<file path="src/rtl/core/svcov_ram.sv">
`default_nettype none
module svcov_ram #(
   parameter int WIDTH = 8,
   parameter int DEPTH = 16
) (
   input  wire logic                                     clock,
   input  wire logic                                     wr_en,
   input  wire logic [((DEPTH > 1) ? $clog2(DEPTH) : 1)-1:0] wr_addr,
   input  wire logic [WIDTH-1:0]                         wr_data,
   input  wire logic [((DEPTH > 1) ? $clog2(DEPTH) : 1)-1:0] rd_addr,
   output logic      [WIDTH-1:0]                         rd_data
);

   logic [WIDTH-1:0] mem_ff [DEPTH];

   // write port and registered read port
   always_ff @(posedge clock) begin
      if (wr_en) begin
         mem_ff[wr_addr] <= wr_data;
      end
      rd_data <= mem_ff[rd_addr];
   end

endmodule
`default_nettype wire

</file>
<file path="config.mk">
export PLATFORM = sky130hd
export DESIGN_NAME = svcov_ram
export DESIGN_NICKNAME = d
export VERILOG_FILES = /design/src/rtl/core/svcov_ram.sv
export SDC_FILE = /design/constraint.sdc
export NUM_CORES = 1
export LEC_CHECK = 0
export BUFFER_PORTS_ARGS = -buffer_cell sky130_fd_sc_hd__buf_2
export CAP_MARGIN = 20
export CORE_AREA = 5 5 113 115
export CTS_BUF_LIST = sky130_fd_sc_hd__clkbuf_2 sky130_fd_sc_hd__clkbuf_4 sky130_fd_sc_hd__clkbuf_8
export CTS_CLUSTER_DIAMETER = 80
export CTS_CLUSTER_SIZE = 28
export DETAILED_ROUTE_END_ITERATION = 8
export DIE_AREA = 0 0 118 120
export SLEW_MARGIN = 20
export SYNTH_ARGS = -nofsm -noshare
export SYNTH_HDL_FRONTEND = slang
export SYNTH_SLANG_ARGS = --single-unit
</file>
<file path="constraint.sdc">
create_clock -name clock -period 2 [get_ports clock]
set_clock_uncertainty 0.05 [all_clocks]
set_input_delay 0.6 -clock clock [delete_from_list [all_inputs] [get_ports clock]]
set_output_delay 0.6 -clock clock [all_outputs]
set_load 0.01 [all_outputs]
</file>
# ---- After elaboration in Yosys (flattened, before gate mapping)
# Memories as Yosys holds them, arrays and structs flattened. A register that Yosys moved wholly into a read port is not among the register bits.
# Index checks and enable logic that the tools add are counted.
dict set report word_totals {
  ff_bits 0
  ram_bits 128
  inputBits 18
  elab_cells 3
  n_memories 1
}
# name words width read_ports rd_ports_with_merged_regs wr line
set mem_list {}
lappend mem_list {mem_ff 16 8 1 1 1 14} ;# logic [WIDTH-1:0] mem_ff [DEPTH];
dict set report op_classes {
  mux 2
}
# cell n
set ops {}
lappend ops {{1-bit 2-to-1 mux} 2}

# ---- Depth between registers and ports, before layout
# Gate-level depths: netlist of the first run.
dict set report depth {
  ltp_word 2
  depth_mapped 5
  ltp_nobuf 3
}

# ---- Worst setup path after synthesis of the first run
# OpenSTA, ideal clock, no wires.
dict set report synth_timing {
  path_type {input to register}
  start {in wr_addr[2] in the netlist's numbering}
  end {mem mem_ff[0][0], enable pin}
  arrival_time_ns 1.710
  required_ns 1.567
  setup_slack_ns -0.143
  path_stages 2
  cell_sequence {or3b_2 > nor3_1}
}
# element line
set synth_rtl {}
lappend synth_rtl {{from (decl)} 8} ;# input wire logic [((DEPTH > 1) ? $clog2(DEPTH) : 1)-1:0] wr_addr,
lappend synth_rtl {{to (decl)} 14}
# Straight into the memory's write port.

==> results.tsv, run 1 <==
stage	metric	value	unit
critical_path	crit path max fanout	18	
detailed_routing	vias per cell	5.380	
floorplanning	Die W	118	um
placed_design	dpl ws	-0.08668	ns
floorplanning	I/O Pins	26	
critical_path	reg2reg setup slack	0.63	ns
critical_path	crit start category	input pin	
floorplanning	core area	0.01171	mm^2
floorplanning	Initial Util	43.95	%
critical_path	Top Family by Delay on Critical Path	multiplexers	
sta	Max Freq	0.6167	GHz
outcome	status	completed	
detailed_routing	routed len/inst	21.03	um
yosys	flop and latch count out of synthesis	136	
placed_design	port buffer count	25	
cts	TritonCTS Sinks	136	
global_routing	global-route usage over all layers	14.42	%
finish	Layout area overhead	17.40	%
yosys	Ys Warns	0	
cts	Post-CTS Setup Inserts	0	
sta	Min Hold Slack	0.5170	ns
floorplanning	Die Y	120	um
sta	worst slew pin tran	0.7618	ns
critical_path	reg-to-reg startpoint	mem_ff[6][2]$_DFFE_PP_	
critical_path	crit path DAT	1.88	ns
global_routing	pin count of the biggest net entering global routing	23	
critical_path	Worst Setup Path Type	in -> reg	
cts	Inserted Clock Buffers	17	
cts	CTS tree	built	
critical_path	Max stage delay on crit path	0.60	ns
sta	Final Hold Viols	0	
global_routing	initial antenna violation count	0	
yosys	Seq/Total Area, Yosys	77.78	%
yosys	Cell Area, Synth	0.005147	mm^2
detailed_routing	vias	2405	
critical_path	crit path cell chain	buf_2, buf_12, mux4_1, a22oi_1, nand2_1	
critical_path	slowest CP cell	mux4_1	
sta	slew margin rel.	49.11	%
global_routing	grt total ovfl	0	
detailed_routing	DRT Pass-1 Iters	6	
cts	H-tree depth	4	
placed_design	routability cong.	0.7315	
critical_path	crit end category	register	
sta	Final Max Slew Viols	0	
cts	Root Driver	clkbuf_8	
yosys	Synth Instances	229	
critical_path	r2r worst-path depth	3	
min_path	hold depth	1	
sta	RSZ-0062 raised after global routing	false	
job	max cap viols	0	
sta	crit share post-route	81.08	%
global_routing	first-pass GRT wire length	14920	um
power	Power per Cell Area	976.3	mW/mm^2
cts	hold_buf cts	0	
detailed_routing	1st-iter DRT viols	136	
cts	CTS clk-pin slew, worst paths	0.08	ns
sta	setup violators final	0	
finish	commonest non-fill, non-tap cells in the layout	edfxtp_1, buf_2, buf_4, mux4_2, clkbuf_8	
power	VDD IR max	0.4433	mV
global_routing	vias in the first global route	2501	
finish	share of cells above drive strength 1	33.67	%
finish	Final #Nets	305	
yosys	Netlist cell types	19	
finish	commonest non-fill, non-tap cell in the layout	edfxtp_1	
cts	worst-case clock buffer depth	2	
cts	worst-skew pair later-pin latency	0.41	ns
cts	post-cts resize count	0	
floorplanning	Row Count	40	
sta	worst setup margin	0.3784	ns
critical_path	reg-to-reg endpoint	rd_data[2]$_DFF_P_	
finish	diodes inserted	0	
detailed_routing	antenna-violating nets left	0	
min_path	HP Class	in -> reg	
detailed_routing	Residual DRC	0	
placed_design	hpwl dp	6208	um
sta	Period minus WS final	1.622	ns
floorplanning	die area	0.01416	mm^2
min_path	worst hold start	wr_data[7]	
power	Leak Pwr	2.046	nW
detailed_routing	routed wire length	9399	um
yosys	Post-Syn Area per Cell	22.48	um^2
min_path	WHS Endpoint	mem_ff[12][7]$_DFFE_PP_	
critical_path	CP Data Required Time	2.26	ns
critical_path	Buf+Inv Stages, Crit Path	2	
yosys	syn_nets	247	
power by group:
part	leakage, nW	switching [mW]	internal, mW
combinational	0.615	0.170	0.140
clock	0.208	1.03	1.36
sequential	1.22	0.0190	3.18
cell families (layout without fill, tap and decap cells):
logic type      count (synthesis)  after routing  synth area share, %
compound gates                 16             16                2.334
simple gates                   35             35                3.184
mux                            32             32                15.02
buf+inv                        10             81                1.677
flops                         136            136                77.78
synthesized netlist by cell type, drive strengths merged:
library cell   count  area (um^2)
nor3               4        20.02
nand3b             2        15.01
and2               1        6.260
mux4              32        773.2
nor2              13        48.80
edfxtp           128         3844
dfxtp              8        160.2
clkdlybuf4s25      3        30.03
and2b              1        7.510
nor2b              1        6.260
nand2b             2        12.51
a22oi             16        120.1
or3b               1        8.760
nand3              1        5.000
buf                7        56.30
nand2              9        33.78
state kept, by name, indices dropped and copies added (netlist names):
| register | count |
|---|---|
| mem_ff | 128 |
| rd_data | 8 |
final cells by class:
class,count,area (um^2)
Sequential cell,136,4004
Fill cell,959,5668
Timing Repair Buffer,49,355.3
Clock buffer,17,234.0
Tap cell,147,183.9
Multi-Input combinational cell,83,1062
Clock inverter,15,203.9
per-stage QoR:
stage	cell area (um^2)	setup TNS (ns)	util (%)	power, mW	std cells
2_1_floorplan	5152	0	-	3.430	229
3_3_place_gp	5605	-0.2084	47.86	3.577	415
3_5_place_dp	5605	-0.2395	47.86	3.584	415
4_1_cts	6043	0	51.60	5.958	447
5_1_grt	6043	0	51.60	6.134	447
6_report	6043	0	51.60	5.900	447
routing by layer:
metal | track usage (%) | share of wire (%)
met1 | 19.80 | 46
met5 | 0 | 0
met3 | 4.618 | 3.8
met4 | 4.086 | 0.70
met2 | 22.31 | 49
how the worst max path moves through the flow:
| stage | start | end | cells past startpoint | slack [ns] |
|---|---|---|---|---|
| 6_report | rd_addr[0] | rd_data[2]$_DFF_P_ | 5 | 0.38 |
| 5_1_grt | rd_addr[0] | rd_data[2]$_DFF_P_ | 5 | 0.34 |
| 4_1_cts | rd_addr[0] | rd_data[2]$_DFF_P_ | 5 | 0.37 |
| 3_5_place_dp | rd_addr[0] | rd_data[2]$_DFF_P_ | 5 | -0.09 |
| 3_3_place_gp | rd_addr[0] | rd_data[2]$_DFF_P_ | 5 | -0.1 |
| 2_1_floorplan | wr_addr[2] | mem_ff[3][0]$_DFFE_PP_ | 2 | 0.08 |
worst reg2reg max path, delay by kind of cell (launching register included):
kind	cells	cell delay [ns]
multiplexers	1	0.53
flip-flops	1	0.37
AO/OA/AOI/OAI	1	0.24
AND/OR/NAND/NOR	1	0.08
Power figures use the tool's default switching activity.
==> run 2, diff against run 1 <==
Clock period 2 ns to 1.6 ns, I/O delays scaled along.
==> run 2 against run 1 <==
Global-route usage grew 0.26 points. Via count grew 2.2%. Sequential share of layout area grew 0.19 points. Register-to-register slack lost 0.42 ns. Cell count grew 0.89%. Clock-buffer cell count grew 8. Worst hold slack lost 0.13 ns. First-iteration DRC count grew 49%. Critical path type unchanged. Highest routed layer unchanged.
==> results.tsv, run 2 (synthesis gave the netlist of run 1 again) <==
stage	metric	value	unit	change
cts	worst-case clock buffer depth	2		unchanged
detailed_routing	antenna-violating nets left	0		unchanged
global_routing	first-pass GRT wire length	15060	um	was 14920 um
cts	post-cts resize count	0		unchanged
critical_path	Setup crit start	rd_addr[0]		unchanged
finish	Largest regs	mem_ff (128), rd_data (8)		unchanged
cts	CTS tree	built		unchanged
global_routing	met2 Track Usage GR	23.51	%	was 22.31%
sta	RSZ-0062 raised after global routing	false		unchanged
power	Power per Cell Area	1121	mW/mm^2	was 976.3 mW/mm^2
sta	Max Freq	0.6679	GHz	
sta	Final Max Slew Viols	0		unchanged
power	combinational power share	6.1	%	was 5.2%
finish	Final #Nets	309		was 305
power	clock power share	34.6	%	was 40.5%
sta	crit share post-route	93.58	%	
outcome	status	completed		unchanged
min_path	HP Class	in -> reg		unchanged
finish	commonest non-fill, non-tap cell in the layout	edfxtp_1		unchanged
critical_path	crit path max fanout	10		was 18
placed_design	hpwl dp	6407	um	was 6208 um
detailed_routing	vias per cell	5.452		was 5.380
global_routing	routing usage on met1	18.62	%	was 19.80%
sta	Period minus WS final	1.497	ns	
finish	Layout area overhead	17.06	%	was 17.40%
sta	Final Hold Viols	0		unchanged
cts	Inserted Clock Buffers	17		unchanged
global_routing	vias in the first global route	2595		was 2501
placed_design	Area after DPL	0.005690	mm^2	was 0.005605 mm^2
global_routing	grt total ovfl	0		unchanged
cts	Root Driver	clkbuf_8		unchanged
placed_design	routability cong.	0.7209		was 0.7315
finish	Largest Register	mem_ff		unchanged
critical_path	slowest CP cell	mux4_2		was mux4_1
critical_path	crit path DAT	1.75	ns	was 1.88 ns
finish	diodes inserted	0		unchanged
critical_path	crit end category	register		unchanged
floorplanning	Row Count	40		unchanged
floorplanning	core area	0.01171	mm^2	unchanged
floorplanning	Die W	118	um	unchanged
floorplanning	I/O Pins	26		unchanged
detailed_routing	Residual DRC	0		unchanged
floorplanning	die area	0.01416	mm^2	unchanged
power	sequential share of power	59.3	%	was 54.3%
finish	Layout Utilization	51.45	%	was 51.60%
power	Final Power	6.753	mW	was 5.900 mW
detailed_routing	routed len/inst	21.43	um	was 21.03 um
global_routing	Most Used Layer, Global Route	met2		unchanged
critical_path	crit path cell chain	buf_2, buf_6, mux4_2, a22oi_1, nand2_1		was buf_2, buf_12, mux4_1, a22oi_1, nand2_1
floorplanning	Initial Util	43.95	%	unchanged
detailed_routing	DRT Pass-1 Iters	4		was 6
power	Net Sw Power	1.378	mW	was 1.217 mW
sta	setup violators final	0		unchanged
cts	TritonCTS Sinks	136		unchanged
detailed_routing	routed wire length	9665	um	was 9399 um
floorplanning	Die Y	120	um	unchanged
job	max cap viols	0		unchanged
critical_path	CP Data Required Time	1.86	ns	was 2.26 ns
critical_path	Worst Setup Path Type	in -> reg		unchanged
global_routing	initial antenna violation count	0		unchanged
placed_design	cell count after placement	419		was 415
min_path	worst hold start	wr_data[4]		was wr_data[7]
global_routing	global-route usage over all layers	14.67	%	was 14.42%
cts	H-tree depth	4		unchanged
cts	Post-CTS Setup Inserts	0		unchanged
sta	slew margin rel.	43.41	%	was 49.11%
cts	worst-skew pair later-pin latency	0.42	ns	was 0.41 ns
power	VDD IR max	0.4366	mV	was 0.4433 mV
finish	FILL cells	947		was 959
cts	hold_buf cts	0		unchanged
detailed_routing	vias	2459		was 2405
power	switching share of power	20.41	%	was 20.63%
placed_design	port buffer count	25		unchanged
finish	Design Area, Final	0.006026	mm^2	was 0.006043 mm^2
critical_path	reg2reg setup slack	0.21	ns	was 0.63 ns
critical_path	Max stage delay on crit path	0.55	ns	was 0.60 ns
global_routing	met3 Use GR	4.524	%	was 4.618%
finish	commonest non-fill, non-tap cells in the layout	edfxtp_1, mux4_2, buf_2, buf_4, clkbuf_8		was edfxtp_1, buf_2, buf_4, mux4_2, clkbuf_8
finish	max reg flops	128		unchanged
finish	share of cells above drive strength 1	37.83	%	was 33.67%
detailed_routing	1st-iter DRT viols	203		was 136
finish	Non-Filler Instances	451		was 447
global_routing	pin count of the biggest net entering global routing	19		was 23
power	Leak Pwr	2.031	nW	was 2.046 nW
sta	worst slew pin tran	0.8471	ns	was 0.7618 ns
critical_path	reg-to-reg startpoint	mem_ff[1][0]$_DFFE_PP_		was mem_ff[6][2]$_DFFE_PP_
power	Int Pwr	5.375	mW	was 4.683 mW
cts	CTS clk-pin slew, worst paths	0.06	ns	was 0.08 ns
critical_path	crit start category	input pin		unchanged
[run 2: changes by cell type in the layout (fill, tap and decap cells not counted), moves of 2 or more]
cell	delta
mux4_1	-7
nor2_1	-3
buf_12	+4
clkinv_2	+2
clkinv_4	-5
clkbuf_4	+7
clkinv_1	+3
nor3_1	-3
nor2_2	+3
nor3_2	+2
bufinv_16	-4
mux4_2	+7
clkinvlp_4	-4
[run 2: per-layer routing]
layer  part of all wire, %  up-vias
li1                      -     1087
met1                    42     1290
met2                    52       72
met3                   5.4       10
met4                   1.4        0
met5                     0        -
[run 2: worst max-delay path, delay by kind of cell]
family / cells / cell delay [ns]
mux: 1 / 0.55
buf+inv: 2 / 0.38
compound gates: 1 / 0.26
simple gates: 1 / 0.08
[run 2: worst paths after layout]
path | endpoint | cells past startpoint
hold reg to reg | rd_data[2]$_DFF_P_ | 3
setup / recovery | rd_data[7]$_DFF_P_ | 5
setup reg to reg | rd_data[0]$_DFF_P_ | 3
hold / removal | mem_ff[7][4]$_DFFE_PP_ | 1
[run 2: area by class of cell]
class	instances	area [um^2]	share of cell area, %
clock buffers	25	300.3	4.983
clock inverters	7	31.28	0.5191
multi-input cells	83	1067	17.71
flip-flops and latches	136	4004	66.45
well taps	147	183.9	3.052
repair buffers	53	439.2	7.288
[run 2: power groups by stage]
stage	logic (mW)	registers [mW]	clock network (mW)
3_3_place_gp	0.415	4.08	0
2_1_floorplan	0.221	4.09	0
6_report	0.413	4.01	2.33
5_1_grt	0.448	4.01	2.53
4_1_cts	0.422	4.01	2.38
3_5_place_dp	0.422	4.08	0
[run 2: stage by stage]
stage                     setup TNS (ns)  setup slack (ns)  hold WS [ns]
final                                  0            0.1028        0.3907
after global routing                   0           0.06027        0.3647
after CTS                              0           0.03132        0.3630
after detailed placement          -9.309           -0.4274        0.6187
after global placement            -7.734           -0.4225        0.6005
after floorplan                  -0.3382          -0.03706        0.5289
